--- src/design/hpe_pkg.sv ---
// hpe_pkg: shared constants, payload structs and state types for the
// histogram percentile engine; no dependencies
`timescale 1ns / 1ps

package hpe_pkg;

  // sizing
  localparam int MAX_BINS    = 16;
  localparam int COUNT_WIDTH = 32;
  localparam int IDX_W       = $clog2(MAX_BINS);
  localparam int CNT_W       = $clog2(MAX_BINS + 1);
  localparam int TOT_W       = COUNT_WIDTH + $clog2(MAX_BINS);
  localparam int HALF_W      = (TOT_W + 1) / 2;

  // fixed field widths
  localparam int ACT_W      = 2;
  localparam int SAMPLE_W   = 16;
  localparam int PCT_W      = 24;
  localparam int BIN_OUT_W  = 4;
  localparam int TOTAL_W    = 32;
  localparam int CFG_W      = 5;
  localparam int PROD_W     = TOT_W + PCT_W;
  localparam int CPROD_W    = COUNT_WIDTH + PCT_W;

  localparam logic [PCT_W-1:0]       PERCENT_FULL = PCT_W'(10000000);
  localparam logic [COUNT_WIDTH-1:0] COUNT_MAX    = {COUNT_WIDTH{1'b1}};
  localparam logic [CFG_W-1:0]       BINS_RESET   = CFG_W'(11);

  // queue between front and back
  localparam int FIFO_DEPTH = 4;
  localparam int FPTR_W     = $clog2(FIFO_DEPTH);
  localparam int FCNT_W     = $clog2(FIFO_DEPTH + 1);

  // item action codes
  localparam logic [ACT_W-1:0] ACT_ADD   = 2'd0;
  localparam logic [ACT_W-1:0] ACT_QUERY = 2'd1;
  localparam logic [ACT_W-1:0] ACT_CLEAR = 2'd2;

  // register index
  localparam logic REG_BINS_IN_USE = 1'b0;

  typedef struct packed {
    logic [ACT_W-1:0]    action;
    logic [SAMPLE_W-1:0] sample;
    logic [PCT_W-1:0]    percent;
  } in_item_t;

  typedef struct packed {
    logic [BIN_OUT_W-1:0] min_bin;
    logic [BIN_OUT_W-1:0] max_bin;
    logic [BIN_OUT_W-1:0] quantile_bin;
    logic [TOTAL_W-1:0]   in_range_total;
    logic [TOTAL_W-1:0]   all_total;
    logic                 saturated;
  } out_result_t;

  typedef enum logic [1:0] {
    CMD_ADD_BIN,
    CMD_ADD_OVF,
    CMD_QUERY,
    CMD_CLEAR
  } cmd_op_t;

  typedef struct packed {
    cmd_op_t          op;
    logic [IDX_W-1:0] bin;
    logic [CNT_W-1:0] nbins;
    logic [PCT_W-1:0] percent;
  } cmd_t;

  typedef struct packed {
    logic empty;
    logic full;
  } fifo_status_t;

  typedef enum logic [2:0] {
    BK_IDLE,
    BK_SUM,
    BK_MUL_LO,
    BK_MUL_HI,
    BK_SCAN_MUL,
    BK_SCAN_CMP,
    BK_DONE
  } back_state_t;

  // clamp an exact total to the 32-bit output field
  function automatic logic [TOTAL_W-1:0] clamp_total(input logic [TOT_W:0] v);
    logic [TOTAL_W-1:0] res;
    if ((TOT_W + 1) > TOTAL_W && (v >> TOTAL_W) != '0) begin
      res = {TOTAL_W{1'b1}};
    end else begin
      res = TOTAL_W'(v);
    end
    return res;
  endfunction

endpackage

--- src/design/hpe_front.sv ---
// hpe_front: input handshake and item classification into queue commands
// depends on hpe_pkg
`timescale 1ns / 1ps

module hpe_front
  import hpe_pkg::*;
(
  input  logic               clk,
  input  logic               rst_n,
  input  logic               in_valid,
  output logic               in_stall,
  input  in_item_t           in_item,
  input  logic [CFG_W-1:0]   bins_in_use,
  input  fifo_status_t       fifo_st,
  output logic               push,
  output cmd_t               push_cmd
);

  logic [CNT_W-1:0] nbins;
  logic             keep;
  logic             in_range;
  logic             accepted_r;

  // out-of-range register values fold into 1..MAX_BINS
  always_comb begin
    if (bins_in_use == '0) begin
      nbins = CNT_W'(1);
    end else if (32'(bins_in_use) > MAX_BINS) begin
      nbins = CNT_W'(MAX_BINS);
    end else begin
      nbins = CNT_W'(bins_in_use);
    end
  end

  assign in_range = 32'(in_item.sample) < 32'(nbins);

  always_comb begin
    keep             = 1'b1;
    push_cmd.op      = CMD_QUERY;
    push_cmd.bin     = IDX_W'(in_item.sample);
    push_cmd.nbins   = nbins;
    push_cmd.percent = in_item.percent;
    unique case (in_item.action)
      ACT_ADD:   push_cmd.op = in_range ? CMD_ADD_BIN : CMD_ADD_OVF;
      ACT_QUERY: push_cmd.op = CMD_QUERY;
      ACT_CLEAR: push_cmd.op = CMD_CLEAR;
      default:   keep = 1'b0;
    endcase
  end

  assign in_stall = fifo_st.full;
  assign push     = in_valid && !fifo_st.full && keep;

  // tracks last accept for the check below
  always_ff @(posedge clk) begin
    if (!rst_n) begin
      accepted_r <= 1'b0;
    end else begin
      accepted_r <= in_valid && !in_stall;
    end
  end

  a_push_only_on_accept: assert property (@(posedge clk) disable iff (!rst_n)
    push |-> (in_valid && !fifo_st.full))
    else $error("queue push without an accepted item");

  a_no_push_after_full: assert property (@(posedge clk) disable iff (!rst_n)
    (accepted_r && $past(fifo_st.full)) |-> 1'b0)
    else $error("item accepted while queue full");

endmodule

--- src/design/hpe_fifo.sv ---
// hpe_fifo: short command queue between the front and back parts
// depends on hpe_pkg
`timescale 1ns / 1ps

module hpe_fifo
  import hpe_pkg::*;
(
  input  logic         clk,
  input  logic         rst_n,
  input  logic         push,
  input  cmd_t         push_cmd,
  input  logic         pop,
  output cmd_t         head_cmd,
  output fifo_status_t st
);

  cmd_t              entry_r [FIFO_DEPTH];
  logic [FPTR_W-1:0] wr_ptr_r, wr_ptr_nxt;
  logic [FPTR_W-1:0] rd_ptr_r, rd_ptr_nxt;
  logic [FCNT_W-1:0] count_r, count_nxt;

  assign st.empty = (count_r == '0);
  assign st.full  = (count_r == FCNT_W'(FIFO_DEPTH));
  assign head_cmd = entry_r[rd_ptr_r];

  always_comb begin
    wr_ptr_nxt = push ? FPTR_W'(wr_ptr_r + 1'b1) : wr_ptr_r;
    rd_ptr_nxt = pop  ? FPTR_W'(rd_ptr_r + 1'b1) : rd_ptr_r;
    count_nxt  = count_r;
    if (push && !pop) begin
      count_nxt = count_r + 1'b1;
    end else if (pop && !push) begin
      count_nxt = count_r - 1'b1;
    end
  end

  always_ff @(posedge clk) begin
    if (!rst_n) begin
      wr_ptr_r <= '0;
      rd_ptr_r <= '0;
      count_r  <= '0;
    end else begin
      wr_ptr_r <= wr_ptr_nxt;
      rd_ptr_r <= rd_ptr_nxt;
      count_r  <= count_nxt;
    end
  end

  always_ff @(posedge clk) begin
    if (push) begin
      entry_r[wr_ptr_r] <= push_cmd;
    end
  end

  a_no_overrun: assert property (@(posedge clk) disable iff (!rst_n)
    st.full |-> !push)
    else $error("push into full queue");

  a_no_underrun: assert property (@(posedge clk) disable iff (!rst_n)
    st.empty |-> !pop)
    else $error("pop from empty queue");

endmodule

--- src/design/hpe_back.sv ---
// hpe_back: bin count storage, add/clear execution, query sequencer and
// result register; depends on hpe_pkg
`timescale 1ns / 1ps

module hpe_back
  import hpe_pkg::*;
(
  input  logic         clk,
  input  logic         rst_n,
  input  cmd_t         head_cmd,
  input  fifo_status_t fifo_st,
  output logic         pop,
  output logic         out_valid,
  input  logic         out_stall,
  output out_result_t  out_result
);

  back_state_t state_r, state_nxt;

  logic [COUNT_WIDTH-1:0] bins_r [MAX_BINS];
  logic [COUNT_WIDTH-1:0] bins_nxt [MAX_BINS];
  logic [COUNT_WIDTH-1:0] ovf_r, ovf_nxt;
  logic                   sat_r, sat_nxt;

  logic [CNT_W-1:0]   idx_r, idx_nxt;
  logic [CNT_W-1:0]   nb_r, nb_nxt;
  logic [PCT_W-1:0]   pct_r, pct_nxt;
  logic [TOT_W-1:0]   total_r, total_nxt;
  logic [IDX_W-1:0]   lo_r, lo_nxt;
  logic [IDX_W-1:0]   hi_r, hi_nxt;
  logic               found_lo_r, found_lo_nxt;
  logic [IDX_W-1:0]   q_r, q_nxt;
  logic [PROD_W-1:0]  tgt_r, tgt_nxt;
  logic [PROD_W-1:0]  run_r, run_nxt;
  logic [CPROD_W-1:0] prod_r, prod_nxt;

  logic        out_valid_r, out_valid_nxt;
  out_result_t out_result_r, out_result_nxt;

  logic [IDX_W-1:0]                rd_addr;
  logic [COUNT_WIDTH-1:0]          cur;
  logic                            last;
  logic                            slot_free;
  logic [PROD_W-1:0]               run_sum;
  logic                            hit;
  logic [PCT_W+HALF_W-1:0]         mlo;
  logic [PCT_W+TOT_W-HALF_W-1:0]   mhi;
  logic [CPROD_W-1:0]              cprod;

  // single read port: the queue head's bin when idle, the walk index otherwise
  assign rd_addr   = (state_r == BK_IDLE) ? head_cmd.bin : idx_r[IDX_W-1:0];
  assign cur       = bins_r[rd_addr];
  assign last      = (idx_r == nb_r - CNT_W'(1));
  assign slot_free = !out_valid_r || !out_stall;
  assign run_sum   = run_r + PROD_W'(prod_r);
  assign hit       = (run_sum >= tgt_r);

  // target percent * total, built from two narrower products
  assign mlo = {{HALF_W{1'b0}}, pct_r} * {{PCT_W{1'b0}}, total_r[HALF_W-1:0]};
  assign mhi = {{(TOT_W-HALF_W){1'b0}}, pct_r} *
               {{PCT_W{1'b0}}, total_r[TOT_W-1:HALF_W]};
  assign cprod = {{PCT_W{1'b0}}, cur} * {{COUNT_WIDTH{1'b0}}, PERCENT_FULL};

  always_comb begin
    state_nxt = state_r;
    unique case (state_r)
      BK_IDLE:     if (!fifo_st.empty && head_cmd.op == CMD_QUERY) state_nxt = BK_SUM;
      BK_SUM:      if (last) state_nxt = BK_MUL_LO;
      BK_MUL_LO:   state_nxt = BK_MUL_HI;
      BK_MUL_HI:   state_nxt = BK_SCAN_MUL;
      BK_SCAN_MUL: state_nxt = BK_SCAN_CMP;
      BK_SCAN_CMP: state_nxt = (hit || last) ? BK_DONE : BK_SCAN_MUL;
      BK_DONE:     if (slot_free) state_nxt = BK_IDLE;
      default:     state_nxt = BK_IDLE;
    endcase
  end

  always_comb begin
    pop            = 1'b0;
    bins_nxt       = bins_r;
    ovf_nxt        = ovf_r;
    sat_nxt        = sat_r;
    idx_nxt        = idx_r;
    nb_nxt         = nb_r;
    pct_nxt        = pct_r;
    total_nxt      = total_r;
    lo_nxt         = lo_r;
    hi_nxt         = hi_r;
    found_lo_nxt   = found_lo_r;
    q_nxt          = q_r;
    tgt_nxt        = tgt_r;
    run_nxt        = run_r;
    prod_nxt       = prod_r;
    out_result_nxt = out_result_r;
    out_valid_nxt  = out_valid_r && out_stall;
    unique case (state_r)
      BK_IDLE: begin
        if (!fifo_st.empty) begin
          pop = 1'b1;
          unique case (head_cmd.op)
            CMD_ADD_BIN: begin
              if (cur == COUNT_MAX) begin
                sat_nxt = 1'b1;
              end else begin
                bins_nxt[head_cmd.bin] = cur + 1'b1;
              end
            end
            CMD_ADD_OVF: begin
              if (ovf_r == COUNT_MAX) begin
                sat_nxt = 1'b1;
              end else begin
                ovf_nxt = ovf_r + 1'b1;
              end
            end
            CMD_CLEAR: begin
              for (int i = 0; i < MAX_BINS; i++) begin
                bins_nxt[i] = '0;
              end
              ovf_nxt = '0;
              sat_nxt = 1'b0;
            end
            CMD_QUERY: begin
              nb_nxt       = head_cmd.nbins;
              pct_nxt      = head_cmd.percent;
              idx_nxt      = '0;
              total_nxt    = '0;
              lo_nxt       = '0;
              hi_nxt       = '0;
              found_lo_nxt = 1'b0;
              q_nxt        = '0;
              run_nxt      = '0;
            end
            default: ;
          endcase
        end
      end
      BK_SUM: begin
        total_nxt = total_r + TOT_W'(cur);
        if (cur != '0) begin
          if (!found_lo_r) begin
            lo_nxt       = idx_r[IDX_W-1:0];
            found_lo_nxt = 1'b1;
          end
          hi_nxt = idx_r[IDX_W-1:0];
        end
        idx_nxt = last ? '0 : idx_r + 1'b1;
      end
      BK_MUL_LO:   tgt_nxt = PROD_W'(mlo);
      BK_MUL_HI:   tgt_nxt = tgt_r + (PROD_W'(mhi) << HALF_W);
      BK_SCAN_MUL: prod_nxt = cprod;
      BK_SCAN_CMP: begin
        run_nxt = run_sum;
        if (hit) begin
          q_nxt = idx_r[IDX_W-1:0];
        end else if (!last) begin
          idx_nxt = idx_r + 1'b1;
        end
      end
      BK_DONE: begin
        if (slot_free) begin
          out_valid_nxt                 = 1'b1;
          out_result_nxt.min_bin        = BIN_OUT_W'(lo_r);
          out_result_nxt.max_bin        = BIN_OUT_W'(hi_r);
          out_result_nxt.quantile_bin   = BIN_OUT_W'(q_r);
          out_result_nxt.in_range_total = clamp_total({1'b0, total_r});
          out_result_nxt.all_total      =
            clamp_total({1'b0, total_r} + (TOT_W + 1)'(ovf_r));
          out_result_nxt.saturated      = sat_r;
        end
      end
      default: ;
    endcase
  end

  always_ff @(posedge clk) begin
    if (!rst_n) begin
      state_r     <= BK_IDLE;
      out_valid_r <= 1'b0;
      ovf_r       <= '0;
      sat_r       <= 1'b0;
      for (int i = 0; i < MAX_BINS; i++) begin
        bins_r[i] <= '0;
      end
    end else begin
      state_r     <= state_nxt;
      out_valid_r <= out_valid_nxt;
      ovf_r       <= ovf_nxt;
      sat_r       <= sat_nxt;
      bins_r      <= bins_nxt;
    end
  end

  always_ff @(posedge clk) begin
    idx_r        <= idx_nxt;
    nb_r         <= nb_nxt;
    pct_r        <= pct_nxt;
    total_r      <= total_nxt;
    lo_r         <= lo_nxt;
    hi_r         <= hi_nxt;
    found_lo_r   <= found_lo_nxt;
    q_r          <= q_nxt;
    tgt_r        <= tgt_nxt;
    run_r        <= run_nxt;
    prod_r       <= prod_nxt;
    out_result_r <= out_result_nxt;
  end

  assign out_valid  = out_valid_r;
  assign out_result = out_result_r;

  a_walk_in_range: assert property (@(posedge clk) disable iff (!rst_n)
    (state_r == BK_SUM || state_r == BK_SCAN_MUL || state_r == BK_SCAN_CMP)
      |-> (idx_r < nb_r))
    else $error("bin walk index beyond active bins");

  a_done_delivers: assert property (@(posedge clk) disable iff (!rst_n)
    (state_r == BK_DONE && slot_free) |=> (out_valid_r && state_r == BK_IDLE))
    else $error("finished query not placed in result register");

endmodule

--- src/design/histogram_percentile_engine_core.sv ---
// histogram_percentile_engine_core: top level with the configuration port,
// front classifier, command queue and back execution unit; depends on hpe_pkg
`timescale 1ns / 1ps

// Histogram of up to 16 unit-width bins starting at 0, with an overflow
// counter for samples at or above bins_in_use (register 0, byte address 0,
// reset 11; 0 acts as 1, values above 16 act as 16). Items on the input
// channel are add (0), query (1) or clear (2); action 3 is taken and dropped.
// Only a query returns an item on the result channel: lowest and highest
// nonzero bin, the first bin whose running sum reaches percent/10^7 of the
// in-range total (exact integer compare), both totals clamped to 32 bits and
// the sticky saturation flag. Counters saturate at all ones. The front side
// classifies each item combinationally and drops it into a four-entry command
// queue, so it keeps taking items while the back is busy or a result waits
// until the queue is full. The back executes each add or clear as it pops
// it; a query walks the active bins through one shared read port: it sums
// them, builds the target product from a low and a high half, multiplies
// and compares bin by bin until the quantile bin is found, and loads the
// result register. No clearing pass after reset: counts reset at once.

module histogram_percentile_engine_core
  import hpe_pkg::*;
(
  input  logic        clk,
  input  logic        rst_n,
  // input channel
  input  logic        in_valid,
  output logic        in_stall,
  input  in_item_t    in_item,
  // result channel
  output logic        out_valid,
  input  logic        out_stall,
  output out_result_t out_result,
  // configuration port
  input  logic        psel,
  input  logic        penable,
  input  logic        pwrite,
  input  logic [2:0]  paddr,
  input  logic [31:0] pwdata,
  output logic [31:0] prdata,
  output logic        pready
);

  logic [CFG_W-1:0] bins_in_use_r, bins_in_use_nxt;
  logic             reg_sel;

  fifo_status_t fifo_st;
  logic         push;
  cmd_t         push_cmd;
  logic         pop;
  cmd_t         head_cmd;

  // register decode: word index sits above the byte offset
  assign reg_sel = (paddr[2] == REG_BINS_IN_USE);
  assign pready  = 1'b1;

  always_comb begin
    bins_in_use_nxt = bins_in_use_r;
    if (psel && penable && pwrite && reg_sel) begin
      bins_in_use_nxt = pwdata[CFG_W-1:0];
    end
  end

  always_ff @(posedge clk) begin
    if (!rst_n) begin
      bins_in_use_r <= BINS_RESET;
    end else begin
      bins_in_use_r <= bins_in_use_nxt;
    end
  end

  // reads of unused addresses return zero
  assign prdata = reg_sel ? {{(32-CFG_W){1'b0}}, bins_in_use_r} : '0;

  // front: handshake and classification
  hpe_front u_front (
    .clk         (clk),
    .rst_n       (rst_n),
    .in_valid    (in_valid),
    .in_stall    (in_stall),
    .in_item     (in_item),
    .bins_in_use (bins_in_use_r),
    .fifo_st     (fifo_st),
    .push        (push),
    .push_cmd    (push_cmd)
  );

  // decoupling queue
  hpe_fifo u_fifo (
    .clk      (clk),
    .rst_n    (rst_n),
    .push     (push),
    .push_cmd (push_cmd),
    .pop      (pop),
    .head_cmd (head_cmd),
    .st       (fifo_st)
  );

  // back: counters, query walk, result register
  hpe_back u_back (
    .clk        (clk),
    .rst_n      (rst_n),
    .head_cmd   (head_cmd),
    .fifo_st    (fifo_st),
    .pop        (pop),
    .out_valid  (out_valid),
    .out_stall  (out_stall),
    .out_result (out_result)
  );

endmodule

--- config.mk ---
export PLATFORM = sky130hd
export DESIGN_NAME = histogram_percentile_engine_core
export DESIGN_NICKNAME = d
export VERILOG_FILES = /design/src/design/hpe_pkg.sv /design/src/design/hpe_front.sv /design/src/design/hpe_fifo.sv /design/src/design/hpe_back.sv /design/src/design/histogram_percentile_engine_core.sv
export SDC_FILE = /design/constraint.sdc
export NUM_CORES = 2
export LEC_CHECK = 0
export ABC_CLOCK_PERIOD_IN_PS = 10400
export BUFFER_PORTS_ARGS = -buffer_cell sky130_fd_sc_hd__buf_2
export CORE_ASPECT_RATIO = 1.1
export CORE_MARGIN = 2
export CORE_UTILIZATION = 50
export DETAILED_ROUTE_END_ITERATION = 8
export PLACE_DENSITY_LB_ADDON = 0.1
export SYNTH_ARGS = -nofsm -noshare
export SYNTH_HDL_FRONTEND = slang
export SYNTH_SLANG_ARGS = --single-unit
--- constraint.sdc ---
create_clock -name clk -period 10.4 [get_ports clk]
set_input_delay 3.12 -clock clk [delete_from_list [all_inputs] [get_ports clk]]
set_output_delay 3.12 -clock clk [all_outputs]
set_load 0.02 [all_outputs]
==> flow_summary_export.csv <==
group,metric,value,unit
synthesis,syn_area_per_cell,9.19,µm²
critical_path,worst-path-max-fanout,22,
grt,antenna_found_initial,16,
clock_tree,h-tree-depth,3,
synthesis,ys.flop_type,"dfxtp_1",
synthesis,async_flop_share,0,
grt,grt_pass1_vias,67100,
timing,max_freq,104,MHz
synthesis,synth_edf_count,462,
grt,grt_pass1_wl,402000,µm
timing,fin_skew,55.0,ps
timing,drv_slew,0,
synthesis,ys_types,87,
detailed_routing,vias,66700,
placement,placed_area,0.0893,mm²
detailed_routing,wl_per_cell,22.4,µm
timing,whs,421,ps
timing,setup_viol,0,
detailed_routing,via_per_inst,5.72,
final_layout,fill_cells,15800,
floorplanning,start_util,0.504,
final_layout,fin_nets,11000,
grt,grt_start_max_net_pins,82,
floorplanning,coreArea,0.171,mm²
final_layout,syn_to_final_growth,8.30,%
clock_tree,clock_latency,770,ps
timing,worst_pin_slew,1390,ps
clock_tree,cts_tree,"done",
synthesis,yosysWarnings,0,
critical_path,required,10940,ps
timing,tns,0,ps
detailed_routing,drc,0,
critical_path,path_class,"flop to flop",
clock_tree,cts-root-buf,"clkbuf_16",
detailed_routing,drtPass1Iterations,6,
clock_tree,cts-buffers-inserted,109,
clock_tree,clock-sinks,1025,
timing,layout_min_cycle_time,9610,ps
critical_path,slowest_stage,"edfxtp_1",
clock_tree,post_cts_resized,0,
placement,hpwl,191000,µm
final_layout,layout-drive-gt1-share,0.0643,
synthesis,syn_area,0.0859,mm²
clock_tree,clockBufferDepth,3,
synthesis,synthCells,9351,
worst_hold_path,worstHoldPathType,"flop to flop",
placement,io_buffers,138,
synthesis,seq_area_frac_synth,0.293,
clock_tree,ctsHoldBuffers,0,
grt,grt_usage,0.299,
clock_tree,clkTransAtPathRegs,70,ps
synthesis,yosys.area.top_type_share,0.203,
placement,place.gp.congestion,0.921,
floorplanning,dieArea,0.175,mm²
detailed_routing,drtIter0Drc,5087,
critical_path,cpMostUsedCell,"fa_1",
critical_path,slowest_delay,1120,ps
clock_tree,post_cts_buffers,0,
final_layout,final_util,0.545,
final_layout,final_cell_area,0.0931,mm²
synthesis,synthTopCellsByCount,"nand2_1, inv_1, fa_1",
critical_path,endpoint_kind,"flop",
timing,finalCritPeriodShare,0.924,
synthesis,synth_most_common_cell,"nand2_1",
timing,max_slew_margin,0.0697,
timing,rsz0062_at_grt,"false",
floorplanning,io_pins,196,
grt,overflow,0,
synthesis,yosys-top-cells-area,"fa_1, edfxtp_1, dfxtp_1, ha_1, nand2_1",
synthesis,yosys_register_bits,1025,
timing,final_hold_viol_count,0,
synthesis,synth_top_area_cell,"fa_1",
floorplanning,die_w,399,µm
status,status,"complete, no violations",
detailed_routing,drt-total-wl,261000,µm
detailed_routing,postRouteAntennaNets,0,
critical_path,startpoint_type,"flop",
floorplanning,rows,159,
floorplanning,die_y,439,µm
flow_run,maxCapViolCount,0,
critical_path,crit_arrival,10150,ps
==> flip-flops by register name, indices dropped and copies added (netlist names), 2 cells and up, named ones only <==
signal / count
u_back.pct_r: 24
u_back.out_result: 77
u_back.state_r: 3
u_back.hi_r: 4
u_fifo.entry_r: 140
u_back.q_r: 4
u_back.tgt_r: 60
u_fifo.count_r: 3
bins_in_use_r: 5
u_back.run_r: 53
u_back.idx_r: 5
u_fifo.wr_ptr_r: 2
u_back.lo_r: 4
u_back.total_r: 36
u_back.prod_r: 49
u_back.bins_r: 512
u_back.nb_r: 5
u_fifo.rd_ptr_r: 2
u_back.ovf_r: 32
==> layout make-up <==
cell class,count,area (µm²),area share
antenna,4,10.0,0.000108
clock buffer,148,3060,0.0329
clock inverter,57,732,0.00786
inverter,1247,4680,0.0503
multi-input combinational,6589,54300,0.583
sequential,1025,25100,0.270
tap,2254,2820,0.0303
timing repair buffer,333,2330,0.0250
==> per-layer routing <==
| metal | vias up | track usage | part of all wire |
|---|---|---|---|
| met5 | - | 0 | 0.000092 |
| li1 | 30700 | - | - |
| met1 | 33500 | 0.407 | 0.43 |
| met2 | 2147 | 0.495 | 0.47 |
| met3 | 409 | 0.0460 | 0.070 |
| met4 | 4 | 0.0857 | 0.029 |
==> placed cells by master (no fill, tap or decap), drive strengths merged, types with 16 or more instances in the layout <==
master  instances
o211ai         16
o21ai         703
nand2        1574
o21bai         39
nand4          56
and2          475
conb           28
clkinv         40
edfxtp        462
xnor2         166
nor3           68
and3           49
dfxtp         563
ha            717
mux2i          17
xor2          136
a21oi         331
a311oi         70
nand2b         87
or3            22
fa            873
inv          1249
nand3          73
clkbuf        148
a211oi        195
a21o          130
a22oi          18
nor2          319
nor2b          54
a31oi          97
buf           333
o21a           36
mux4           38
==> metrics by stage <==
step                      setup WS (ps)  std cells
after CTS                           772      11700
after detailed placement            740      11400
final                               786      11700
after floorplan                    2160       9377
after global placement              835      11400
after global routing                318      11700
==> cell families (layout without fill, tap and decap cells) <==
| logic type | Yosys count | after routing | synth area share |
|---|---|---|---|
| other | 2 | 32 | 0.0000874 |
| buffers and inverters | 1763 | 1785 | 0.0786 |
| XOR/XNOR | 303 | 303 | 0.0314 |
| AO/OA/AOI/OAI | 1779 | 1779 | 0.127 |
| flip-flops | 1025 | 1025 | 0.293 |
| adder cells (fa/ha/maj) | 1590 | 1590 | 0.308 |
| AND/OR/NAND/NOR | 2833 | 2833 | 0.150 |
| multiplexers | 56 | 56 | 0.0122 |
==> final timing paths <==
kind | start | to | slack [ps] | cells after the start
max reg2reg | u_back.total_r[23]$_SDFFCE_PN0P_ | u_back.tgt_r[59]$_SDFFCE_PN0P_ | 790 | 28
min | u_back.q_r[0]$_SDFFCE_PP0P_ | u_back.out_result[65]$_DFFE_PP_ | 420 | 0
max | u_back.total_r[23]$_SDFFCE_PN0P_ | u_back.tgt_r[59]$_SDFFCE_PN0P_ | 790 | 28
min reg2reg | u_back.q_r[0]$_SDFFCE_PP0P_ | u_back.out_result[65]$_DFFE_PP_ | 420 | 0
==> worst max-delay path: cells and delay by family, from the launching register on <==
| family | cells | cell delay (ps) |
|---|---|---|
| XOR/XNOR | 2 | 490 |
| adder cells (fa/ha/maj) | 8 | 3860 |
| AND/OR/NAND/NOR | 7 | 1480 |
| AO/OA/AOI/OAI | 8 | 2280 |
| flip-flops | 1 | 1120 |
| buffers and inverters | 3 | 150 |
Power is not shown: default switching activity piles up to over one toggle a cycle in this logic, so the estimate is an artifact.
